$ cat src/design/fce_pkg.sv
// Shared types and constants for the fragment coordinate encoder.
// Used by fce_tracker, fce_packer and fragment_coordinate_encoder_unit; no dependencies.

package fce_pkg;

    // Default sizing of the unit.
    localparam int DEF_MAX_WIDTH     = 4096;
    localparam int DEF_MAX_FRAGMENTS = 32;

    // Output code word.
    localparam int OUT_BITS   = 47;
    localparam int CODE_LEN_W = 6;

    // Configuration port.
    localparam int CFG_DATA_W = 13;
    localparam int CFG_ADDR_W = 2;

    localparam logic [CFG_ADDR_W-1:0] CFG_IMAGE_WIDTH    = 2'd0;
    localparam logic [CFG_ADDR_W-1:0] CFG_UNIT_LENGTH    = 2'd1;
    localparam logic [CFG_ADDR_W-1:0] CFG_FRAGMENT_COUNT = 2'd2;

    localparam int RST_IMAGE_WIDTH    = 4096;
    localparam int RST_UNIT_LENGTH    = 128;
    localparam int RST_FRAGMENT_COUNT = 32;

    // Pixel classes.
    typedef enum logic [1:0] {
        CLASS_EMPTY       = 2'd0,
        CLASS_UPPER_LEFT  = 2'd1,
        CLASS_LOWER_RIGHT = 2'd2,
        CLASS_POINT       = 2'd3
    } t_fce_class;

    // Prefix codes, right aligned; their lengths are set in fce_packer.
    localparam logic [2:0] PFX_UPPER_LEFT  = 3'b011;
    localparam logic [2:0] PFX_LOWER_RIGHT = 3'b101;
    localparam logic [2:0] PFX_POINT       = 3'b100;
    localparam logic [2:0] PFX_EMPTY       = 3'b000;

    // Per-pixel control handed from the tracker to the code builder.
    typedef struct packed {
        logic       head_en;  // a prefix (or the lone 0 of an empty fragment end) is emitted
        logic       skip;     // gap field omitted
        t_fce_class pix;
    } t_fce_flags;

endpackage

$ cat src/design/fce_tracker.sv
// Row and fragment position tracking for the fragment coordinate encoder.
// Depends on fce_pkg; produces a per-pixel descriptor for fce_packer.

module fce_tracker #(
    parameter int MAX_WIDTH     = fce_pkg::DEF_MAX_WIDTH,
    parameter int MAX_FRAGMENTS = fce_pkg::DEF_MAX_FRAGMENTS
) (
    input  logic                         i_clk,
    input  logic                         i_rst_n,
    input  logic                         i_restart,
    input  logic                         i_accept,
    input  logic [1:0]                   i_pixel_class,
    input  logic [$clog2(MAX_WIDTH)-1:0] i_w_last,
    input  logic [$clog2(MAX_WIDTH)-1:0] i_u_last,
    input  logic [$clog2(MAX_WIDTH+1)-1:0] i_u,
    input  logic [$clog2(MAX_FRAGMENTS+1)-1:0] i_n,
    output fce_pkg::t_fce_flags          o_flags,
    output logic [$clog2(MAX_WIDTH+1)-1:0] o_span,
    output logic [$clog2(MAX_WIDTH)-1:0] o_gap,
    output logic [$clog2(MAX_FRAGMENTS+1)-1:0] o_zeros
);

    localparam int WW = $clog2(MAX_WIDTH + 1);
    localparam int PW = $clog2(MAX_WIDTH);
    localparam int FW = $clog2(MAX_FRAGMENTS + 1);

    logic [PW-1:0] r_column, n_column;
    logic [PW-1:0] r_pos, n_pos;
    logic [FW-1:0] r_frag, n_frag;
    // Previous nonzero position plus one, so that "none" is zero.
    logic [WW-1:0] r_lp, n_lp;

    logic row_end;
    logic frag_wrap;
    logic frag_end;
    logic active;
    logic nonzero;
    logic skip;

    always_comb begin
        row_end   = (r_column == i_w_last);
        frag_wrap = (r_pos == i_u_last);
        frag_end  = frag_wrap || row_end;
        active    = (r_frag < i_n);
        nonzero   = (i_pixel_class != fce_pkg::CLASS_EMPTY);
        skip      = (r_lp == WW'(i_u_last));

        o_flags.head_en = active && (nonzero || frag_end);
        o_flags.skip    = skip;
        o_flags.pix     = fce_pkg::t_fce_class'(i_pixel_class);
        o_span          = i_u - r_lp;
        o_gap           = r_pos - PW'(r_lp);
        if (row_end && active && ((r_frag + FW'(1)) < i_n)) begin
            o_zeros = i_n - r_frag - FW'(1);
        end else begin
            o_zeros = '0;
        end
    end

    always_comb begin
        n_column = r_column;
        n_pos    = r_pos;
        n_frag   = r_frag;
        n_lp     = r_lp;
        if (row_end) begin
            n_column = '0;
            n_pos    = '0;
            n_frag   = '0;
            n_lp     = '0;
        end else begin
            n_column = r_column + PW'(1);
            if (frag_wrap) begin
                n_pos = '0;
                n_lp  = '0;
                if (active) begin
                    n_frag = r_frag + FW'(1);
                end
            end else begin
                n_pos = r_pos + PW'(1);
                if (active && nonzero) begin
                    n_lp = skip ? (r_lp + WW'(1)) : (WW'(r_pos) + WW'(1));
                end
            end
        end
    end

    always_ff @(posedge i_clk) begin
        if (!i_rst_n || i_restart) begin
            r_column <= '0;
            r_pos    <= '0;
            r_frag   <= '0;
            r_lp     <= '0;
        end else if (i_accept) begin
            r_column <= n_column;
            r_pos    <= n_pos;
            r_frag   <= n_frag;
            r_lp     <= n_lp;
        end
    end

`ifndef ASSERT_OFF
    a_pos_in_fragment : assert property (@(posedge i_clk) disable iff (!i_rst_n)
        r_pos <= i_u_last)
        else $error("position within fragment ran past the fragment end");

    a_column_in_row : assert property (@(posedge i_clk) disable iff (!i_rst_n)
        r_column <= i_w_last)
        else $error("column ran past the row end");

    a_last_in_fragment : assert property (@(posedge i_clk) disable iff (!i_rst_n)
        (r_lp <= i_u) && (r_frag <= i_n))
        else $error("last nonzero position or fragment index out of range");
`endif

endmodule

$ cat src/design/fce_packer.sv
// Code builder for the fragment coordinate encoder: descriptor register,
// prefix and gap assembly, trailing zero fill and output register. Depends on fce_pkg.

module fce_packer #(
    parameter int MAX_WIDTH     = fce_pkg::DEF_MAX_WIDTH,
    parameter int MAX_FRAGMENTS = fce_pkg::DEF_MAX_FRAGMENTS
) (
    input  logic                               i_clk,
    input  logic                               i_rst_n,
    input  logic                               i_valid,
    output logic                               o_ready,
    input  fce_pkg::t_fce_flags                i_flags,
    input  logic [$clog2(MAX_WIDTH+1)-1:0]     i_span,
    input  logic [$clog2(MAX_WIDTH)-1:0]       i_gap,
    input  logic [$clog2(MAX_FRAGMENTS+1)-1:0] i_zeros,
    output logic                               o_valid,
    input  logic                               i_ready,
    output logic [fce_pkg::OUT_BITS-1:0]       o_code_bits,
    output logic [fce_pkg::CODE_LEN_W-1:0]     o_code_length
);

    localparam int WW = $clog2(MAX_WIDTH + 1);
    localparam int PW = $clog2(MAX_WIDTH);
    localparam int FW = $clog2(MAX_FRAGMENTS + 1);
    localparam int BW = $clog2(PW + 1);
    localparam int HW = PW + 3;
    localparam int LW = $clog2(HW + 1);
    localparam int OW = fce_pkg::OUT_BITS;
    localparam int CW = fce_pkg::CODE_LEN_W;

    // Stage A: descriptor of the accepted pixel.
    logic                r_a_valid;
    fce_pkg::t_fce_flags r_a_flags;
    logic [WW-1:0]       r_a_span;
    logic [PW-1:0]       r_a_gap;
    logic [FW-1:0]       r_a_zeros;

    // Stage B: prefix and gap joined into one head word.
    logic                r_b_valid;
    logic [HW-1:0]       r_b_head, n_b_head;
    logic [LW-1:0]       r_b_hlen, n_b_hlen;
    logic [FW-1:0]       r_b_zeros;

    // Output register.
    logic                r_out_valid;
    logic [OW-1:0]       r_out_bits, n_out_bits;
    logic [CW-1:0]       r_out_len, n_out_len;

    logic en_a;
    logic en_b;
    logic en_c;

    logic [PW-1:0] span_m1;
    logic [BW-1:0] bit_len;
    logic [BW-1:0] gap_bits;
    logic [PW:0]   gap_ones;
    logic [PW-1:0] gap_mask;
    logic [2:0]    pfx;
    logic [1:0]    pfx_len;

    logic [CW-1:0] room;
    logic [7:0]    zeros_w;
    logic [7:0]    room_w;
    logic [CW-1:0] fill;

    // A stage takes new data when it is empty or its content moves on.
    assign en_c    = !r_out_valid || i_ready;
    assign en_b    = !r_b_valid || en_c;
    assign en_a    = !r_a_valid || en_b;
    assign o_ready = en_a;

    // Gap width is the bit length of span-1, at least one bit.
    always_comb begin
        span_m1 = PW'(r_a_span - WW'(1));
        bit_len = '0;
        for (int i = 0; i < PW; i++) begin
            if (span_m1[i]) begin
                bit_len = BW'(i + 1);
            end
        end
        gap_bits = (bit_len == '0) ? BW'(1) : bit_len;
        gap_ones = ((PW + 1)'(1) << gap_bits) - (PW + 1)'(1);
        gap_mask = gap_ones[PW-1:0];
    end

    always_comb begin
        unique case (r_a_flags.pix)
            fce_pkg::CLASS_EMPTY: begin
                pfx     = fce_pkg::PFX_EMPTY;
                pfx_len = 2'd1;
            end
            fce_pkg::CLASS_UPPER_LEFT: begin
                pfx     = fce_pkg::PFX_UPPER_LEFT;
                pfx_len = 2'd2;
            end
            fce_pkg::CLASS_LOWER_RIGHT: begin
                pfx     = fce_pkg::PFX_LOWER_RIGHT;
                pfx_len = 2'd3;
            end
            fce_pkg::CLASS_POINT: begin
                pfx     = fce_pkg::PFX_POINT;
                pfx_len = 2'd3;
            end
            default: begin
                pfx     = fce_pkg::PFX_EMPTY;
                pfx_len = 2'd0;
            end
        endcase

        n_b_head = '0;
        n_b_hlen = '0;
        if (r_a_flags.head_en) begin
            if (r_a_flags.pix != fce_pkg::CLASS_EMPTY && !r_a_flags.skip) begin
                n_b_head = (HW'(pfx) << gap_bits) | HW'(r_a_gap & gap_mask);
                n_b_hlen = LW'(pfx_len) + LW'(gap_bits);
            end else begin
                n_b_head = HW'(pfx);
                n_b_hlen = LW'(pfx_len);
            end
        end
    end

    // Trailing zeros shift the head left; anything past the word limit is dropped.
    always_comb begin
        room       = CW'(OW) - CW'(r_b_hlen);
        zeros_w    = 8'(r_b_zeros);
        room_w     = 8'(room);
        fill       = (zeros_w > room_w) ? room : CW'(r_b_zeros);
        n_out_bits = OW'(r_b_head) << fill;
        n_out_len  = CW'(r_b_hlen) + fill;
    end

    always_ff @(posedge i_clk) begin
        if (!i_rst_n) begin
            r_a_valid   <= 1'b0;
            r_b_valid   <= 1'b0;
            r_out_valid <= 1'b0;
        end else begin
            if (en_a) begin
                r_a_valid <= i_valid;
            end
            if (en_b) begin
                r_b_valid <= r_a_valid;
            end
            if (en_c) begin
                r_out_valid <= r_b_valid;
            end
        end
    end

    always_ff @(posedge i_clk) begin
        if (en_a) begin
            r_a_flags <= i_flags;
            r_a_span  <= i_span;
            r_a_gap   <= i_gap;
            r_a_zeros <= i_zeros;
        end
        if (en_b) begin
            r_b_head  <= n_b_head;
            r_b_hlen  <= n_b_hlen;
            r_b_zeros <= r_a_zeros;
        end
        if (en_c) begin
            r_out_bits <= n_out_bits;
            r_out_len  <= n_out_len;
        end
    end

    assign o_valid       = r_out_valid;
    assign o_code_bits   = r_out_bits;
    assign o_code_length = r_out_len;

`ifndef ASSERT_OFF
    a_no_bits_above_length : assert property (@(posedge i_clk) disable iff (!i_rst_n)
        o_valid |-> ((o_code_bits >> o_code_length) == '0))
        else $error("code bits set above the code length");

    a_length_in_range : assert property (@(posedge i_clk) disable iff (!i_rst_n)
        o_valid |-> (o_code_length <= CW'(OW)))
        else $error("code length exceeds the output word");

    a_empty_head_is_zero : assert property (@(posedge i_clk) disable iff (!i_rst_n)
        (r_b_valid && r_b_hlen == '0) |-> (r_b_head == '0))
        else $error("head word holds bits but has zero length");
`endif

endmodule

$ cat src/design/fragment_coordinate_encoder_unit.sv
// Top level of the fragment coordinate encoder: configuration registers,
// position tracker and code builder. Depends on fce_pkg, fce_tracker and fce_packer.

// The unit takes one pixel class per clock in raster order and returns exactly one
// code word per pixel, right aligned in o_code_bits with its length in o_code_length
// (length zero when the pixel emits nothing). An accepted pixel's result passes through
// the descriptor register, the code-build register and the output register, and a new
// pixel is taken every cycle as long as the output side keeps up; the row and fragment
// counters in fce_tracker update in the accepting cycle, and that update being done in
// the accepting cycle is what sets the one-pixel-per-clock rate.
// Register writes (image width, unit length, fragment count) restart the row and
// should only be issued while no result is pending.

module fragment_coordinate_encoder_unit #(
    parameter int MAX_WIDTH     = fce_pkg::DEF_MAX_WIDTH,
    parameter int MAX_FRAGMENTS = fce_pkg::DEF_MAX_FRAGMENTS
) (
    input  logic                               i_clk,
    input  logic                               i_rst_n,
    input  logic                               i_cfg_we,
    input  logic [fce_pkg::CFG_ADDR_W-1:0]     i_cfg_addr,
    input  logic [fce_pkg::CFG_DATA_W-1:0]     i_cfg_wdata,
    input  logic                               i_valid,
    output logic                               o_ready,
    input  logic [1:0]                         i_pixel_class,
    output logic                               o_valid,
    input  logic                               i_ready,
    output logic [fce_pkg::OUT_BITS-1:0]       o_code_bits,
    output logic [fce_pkg::CODE_LEN_W-1:0]     o_code_length
);

    localparam int WW = $clog2(MAX_WIDTH + 1);
    localparam int PW = $clog2(MAX_WIDTH);
    localparam int FW = $clog2(MAX_FRAGMENTS + 1);

    // Zero acts as one; anything above the limit acts as the limit.
    function automatic logic [31:0] clamp_reg(input logic [31:0] v, input logic [31:0] hi);
        logic [31:0] r;
        if (v == 32'd0) begin
            r = 32'd1;
        end else if (v > hi) begin
            r = hi;
        end else begin
            r = v;
        end
        return r;
    endfunction

    localparam logic [31:0] W_RST = clamp_reg(32'(fce_pkg::RST_IMAGE_WIDTH), 32'(MAX_WIDTH));
    localparam logic [31:0] U_RST = clamp_reg(32'(fce_pkg::RST_UNIT_LENGTH), 32'(MAX_WIDTH));
    localparam logic [31:0] N_RST = clamp_reg(32'(fce_pkg::RST_FRAGMENT_COUNT),
                                              32'(MAX_FRAGMENTS));

    logic [PW-1:0] r_w_last;
    logic [PW-1:0] r_u_last;
    logic [WW-1:0] r_u;
    logic [FW-1:0] r_n;

    logic [31:0] len_clamped;
    logic [31:0] cnt_clamped;
    logic        cfg_hit;
    logic        accept;

    fce_pkg::t_fce_flags flags;
    logic [WW-1:0]       span;
    logic [PW-1:0]       gap;
    logic [FW-1:0]       zeros;

    assign len_clamped = clamp_reg(32'(i_cfg_wdata), 32'(MAX_WIDTH));
    assign cnt_clamped = clamp_reg(32'(i_cfg_wdata[5:0]), 32'(MAX_FRAGMENTS));
    assign cfg_hit     = i_cfg_we && (i_cfg_addr == fce_pkg::CFG_IMAGE_WIDTH ||
                                      i_cfg_addr == fce_pkg::CFG_UNIT_LENGTH ||
                                      i_cfg_addr == fce_pkg::CFG_FRAGMENT_COUNT);
    assign accept      = i_valid && o_ready;

    // Registers hold clamped values, with width and length kept as last index.
    always_ff @(posedge i_clk) begin
        if (!i_rst_n) begin
            r_w_last <= PW'(W_RST - 32'd1);
            r_u_last <= PW'(U_RST - 32'd1);
            r_u      <= WW'(U_RST);
            r_n      <= FW'(N_RST);
        end else if (i_cfg_we) begin
            unique case (i_cfg_addr)
                fce_pkg::CFG_IMAGE_WIDTH: begin
                    r_w_last <= PW'(len_clamped - 32'd1);
                end
                fce_pkg::CFG_UNIT_LENGTH: begin
                    r_u_last <= PW'(len_clamped - 32'd1);
                    r_u      <= WW'(len_clamped);
                end
                fce_pkg::CFG_FRAGMENT_COUNT: begin
                    r_n <= FW'(cnt_clamped);
                end
                default: begin
                end
            endcase
        end
    end

    fce_tracker #(
        .MAX_WIDTH     (MAX_WIDTH),
        .MAX_FRAGMENTS (MAX_FRAGMENTS)
    ) u_tracker (
        .i_clk         (i_clk),
        .i_rst_n       (i_rst_n),
        .i_restart     (cfg_hit),
        .i_accept      (accept),
        .i_pixel_class (i_pixel_class),
        .i_w_last      (r_w_last),
        .i_u_last      (r_u_last),
        .i_u           (r_u),
        .i_n           (r_n),
        .o_flags       (flags),
        .o_span        (span),
        .o_gap         (gap),
        .o_zeros       (zeros)
    );

    fce_packer #(
        .MAX_WIDTH     (MAX_WIDTH),
        .MAX_FRAGMENTS (MAX_FRAGMENTS)
    ) u_packer (
        .i_clk         (i_clk),
        .i_rst_n       (i_rst_n),
        .i_valid       (i_valid),
        .o_ready       (o_ready),
        .i_flags       (flags),
        .i_span        (span),
        .i_gap         (gap),
        .i_zeros       (zeros),
        .o_valid       (o_valid),
        .i_ready       (i_ready),
        .o_code_bits   (o_code_bits),
        .o_code_length (o_code_length)
    );

endmodule
$ cat config.mk
export PLATFORM = sky130hd
export DESIGN_NAME = fragment_coordinate_encoder_unit
export DESIGN_NICKNAME = d
export VERILOG_FILES = /design/src/design/fce_pkg.sv /design/src/design/fce_tracker.sv /design/src/design/fce_packer.sv /design/src/design/fragment_coordinate_encoder_unit.sv
export SDC_FILE = /design/constraint.sdc
export NUM_CORES = 1
export LEC_CHECK = 0
export ABC_CLOCK_PERIOD_IN_PS = 4900
export BUFFER_PORTS_ARGS = -buffer_cell sky130_fd_sc_hd__buf_2
export CAP_MARGIN = 0
export CELL_PAD_IN_SITES_DETAIL_PLACEMENT = 0
export CELL_PAD_IN_SITES_GLOBAL_PLACEMENT = 1
export CORE_UTILIZATION = 40
export CTS_BUF_LIST = sky130_fd_sc_hd__clkbuf_4
export CTS_CLUSTER_DIAMETER = 50
export DETAILED_ROUTE_END_ITERATION = 6
export PLACE_DENSITY = 0.75
export SYNTH_ARGS = -nofsm -noshare
export SYNTH_HDL_FRONTEND = slang
export SYNTH_SLANG_ARGS = --single-unit
$ cat constraint.sdc
create_clock -name i_clk -period 4.9 [get_ports i_clk]
set_input_delay 1.225 -clock i_clk [delete_from_list [all_inputs] [get_ports i_clk]]
set_output_delay 1.225 -clock i_clk [all_outputs]
set_load 0.02 [all_outputs]
==> summary.txt <==
Clock network
  – CTS tree: built
  – CTS Buf Count: 17
  – Clk Latency, worst-skew pair: 0.59 ns
  – Post-cts sizing count: 0
  – CTS Buffer Depth: 2
  – Clock Root Buffer: clkbuf_4
  – Number of hold buffers added after CTS: 0
  – Number of H-tree levels: 4
  – Postcts setup bufs: 0
  – CTS sink count: 200
  – Clk slew on worst S/H paths: 0.19 ns

Power and ir drop
  – Switching fraction of total power: 0.3533
  – Max VDD drop: 136.0 uV
  – Internal Power: 0.002472 W
  – Clk network pwr share: 0.235
  – Net Sw Power: 0.001351 W
  – Overall power: 0.003823 W
  – Combinational Power Share: 0.241
  – Leakage: 5.251 nW
  – Flop pwr share: 0.524
  – Power Density: 284.6 mW/mm2

Cells and area
  – Finished Cell Area: 0.01343 mm2
  – Share of layout cells above drive strength 1: 0.1069
  – Post-layout util: 0.4391
  – Fillers: 3007
  – Area grow syn2layout: 8.106%
  – Nets: 1487

Timing
  – Final hold vios: 0
  – Final Worst Setup Slack: 0.6822 ns
  – Crit path time final: 4.218 ns
  – Final Setup Violations: 0
  – Ratio of final minimum period to clock period: 0.8608
  – RSZ-0062 raised after global routing: false
  – Slew HR: 0.2999
  – Fmax: 237.1 MHz
  – Slew Viols, Final: 0
  – TNS Setup: 0 ns
  – Slew @ Worst Pin: 1.047 ns
  – Layout Skew: 0.05101 ns

Routing
  – Initial DRC count: 855
  – Drt wl/cell: 17.74 um
  – Vias/cell: 5.642
  – Post-route ant nets: 0
  – DR vias: 10206
  – DRT Pass-1 Iters: 6
  – DRC viols: 0
  – Detailed Route WL: 32100 um

Place
  – Port Buf Inserts: 76
  – Post-DP HPWL: 24180 um
  – Cell Area, Placed: 0.01313 mm2
  – Post-Place Setup Slack: 0.8030 ns
  – Final Wtd Congestion: 0.9071

Synthesis
  – Synth Instances: 1358
  – Register area share after synthesis: 0.4124
  – Top_reg_cell synth: edfxtp_1
  – FF+latch count, synth: 200
  – Syn nets: 1446
  – Synth cell types: 83
  – Synthesized area: 0.01243 mm2
  – Avg Synthesized Cell Area: 9.150 um2
  – Count leader, synth: nand2_1
  – Warnings from Yosys: 0
  – Post-synth top area share: 0.2707
  – Number of enable flip-flop cells after synthesis: 112
  – Post-synth top cells: nand2_1, edfxtp_1, nor2_1
  – Yosys top cell by area: edfxtp_1
  – Ys async rst share: 0
  – Largest cells by area after synthesis: edfxtp_1, dfxtp_1, ha_1, nand2_1, xnor2_1

Critical path
  – Slowest-stage cell, CP: inv_1
  – R2R Path Start: u_packer.r_b_zeros[3]
  – Critical Path Start Type: flip-flop
  – Critical Path AT: 4.53 ns
  – CP Max Fanout: 25
  – Crit. End Element: flip-flop
  – Critical path origin: u_packer.r_b_zeros[3]
  – RR Endpoint: u_packer.o_code_bits[21]
  – Required time of the worst setup path: 5.21 ns
  – CP delay by family, top: multiplexers
  – Crit path to: u_packer.o_code_bits[21]
  – WP buf/inv: 1
  – R2R Setup Slk: 0.68 ns
  – Slowest cell delay on critical path: 0.68 ns
  – FF-to-FF path depth: 9
  – CP Class: reg -> reg
  – WP depth: 9
  – Crit-path cells: ha_1 -> nand4_1 -> o21ai_0 -> a21o_1 -> mux2_2 -> inv_1 -> mux4_2 -> mux2i_1 -> o211ai_1

Global routing
  – GRT Total Usage: 0.2054
  – First-pass GRT wire length: 51070 um
  – Pin count of the biggest net entering global routing: 54
  – Initial antenna violation count: 1
  – Grt ovf: 0
  – Vias in the first global route: 9551

Die
  – Initial Util: 0.4062
  – Top Ports: 77
  – # rows: 64
  – Die height: 178.3 um
  – Total Die Area: 0.03177 mm2
  – CORE AREA: 0.03059 mm2
  – Die Wd: 178.3 um

Status
  – Status: complete, no violations

Run
  – Number of max-cap violations: 0

Worst hold path
  – Worst hold path type: reg -> reg
## area by class of cell
class                           instances  area (um2)  area share
Antenna cell                            1       2.502   0.0001863
Clock buffer                           17       127.6    0.009501
Clock inverter                         15       175.2     0.01304
Inverter                               73       276.5     0.02058
Multi-Input combinational cell       1019        6760      0.5033
Sequential cell                       200        5125      0.3815
Tap cell                              396       495.5     0.03689
Timing Repair Buffer                   88       470.5     0.03502
## placed cells by master, fill, tap and decap left out, types with 7 or more instances in the layout
cell,count
o31ai_1,7
o211a_1,8
ha_1,61
o211ai_1,30
o21a_1,10
a211oi_1,26
and2_1,15
and3_1,9
nand3_1,48
edfxtp_1,112
nor2b_1,24
dfxtp_1,88
o221ai_1,9
buf_4,12
a2111oi_0,7
o21ai_0,66
buf_2,76
nor3_1,25
nand2_1,153
a21oi_1,69
mux2i_1,28
or4_1,8
xnor2_1,58
a31oi_1,13
nand4_1,18
nor2_1,112
clkbuf_4,17
or3_1,9
a21boi_0,20
nor4_1,16
inv_1,68
a21o_1,8
o22ai_1,18
xor2_1,45
## how the worst min path moves through the flow
stage                                      from                    end  cells after the start
final                     u_packer.r_a_zeros[3]  u_packer.r_b_zeros[3]                      0
after global routing      u_packer.r_a_zeros[4]  u_packer.r_b_zeros[4]                      0
after CTS                 u_packer.r_a_zeros[4]  u_packer.r_b_zeros[4]                      0
after detailed placement  u_packer.r_a_zeros[4]  u_packer.r_b_zeros[4]                      0
after global placement    u_packer.r_a_zeros[3]  u_packer.r_b_zeros[3]                      0
after floorplan           u_packer.r_a_zeros[0]  u_packer.r_b_zeros[0]                      0
## per-stage QoR
step                hold slack (ns)  instances
floorplan                    0.4003       1358
global placement             0.4016       1776
detailed placement           0.4056       1776
CTS                          0.4096       1808
global route                 0.4002       1809
finish                       0.4061       1809
## flip-flops by register name, summed over array words and instances, names as in the netlist
name,cells
r_n,6
u_tracker.r_frag,6
r_w_last,12
u_tracker.r_lp,13
u_tracker.r_column,12
u_packer.o_valid,1
u_packer.r_b_hlen,4
u_tracker.r_pos,12
u_packer.r_b_valid,1
u_packer.r_a_span,12
r_u_last,12
u_packer.r_b_head,15
u_packer.r_a_valid,1
u_packer.r_b_zeros,6
u_packer.r_a_gap,12
u_packer.r_a_zeros,6
u_packer.o_code_bits,47
u_packer.r_a_flags,4
r_u,12
u_packer.o_code_length,6
## per-layer routing
metal / GRT usage / wire length (um) / vias up
li1: - / - / 5038
met1: 0.2664 / 14230 / 4800
met2: 0.3461 / 15480 / 318
met3: 0.02920 / 1430 / 50
met4: 0.07592 / 962 / 0
met5: 0 / 0 / -
## power groups by stage
| stage | sequential, W | combinational, W | clock, W |
|---|---|---|---|
| final | 0.00200 | 0.000921 | 0.000899 |
| after global routing | 0.00202 | 0.00102 | 0.000997 |
| after global placement | 0.00204 | 0.000910 | 0 |
| after CTS | 0.00200 | 0.000920 | 0.000934 |
| after detailed placement | 0.00204 | 0.000915 | 0 |
| after floorplan | 0.00206 | 0.000637 | 0 |
## kinds of logic after synthesis
family,share of synthesized area
buffers and inverters,0.04441
other,0.0003018
multiplexers,0.02709
XOR/XNOR,0.07260
flip-flops,0.4124
AO/OA/AOI/OAI,0.1816
adder cells (fa/ha/maj),0.06948
AND/OR/NAND/NOR,0.1921
(Power assumes the default switching activity.)
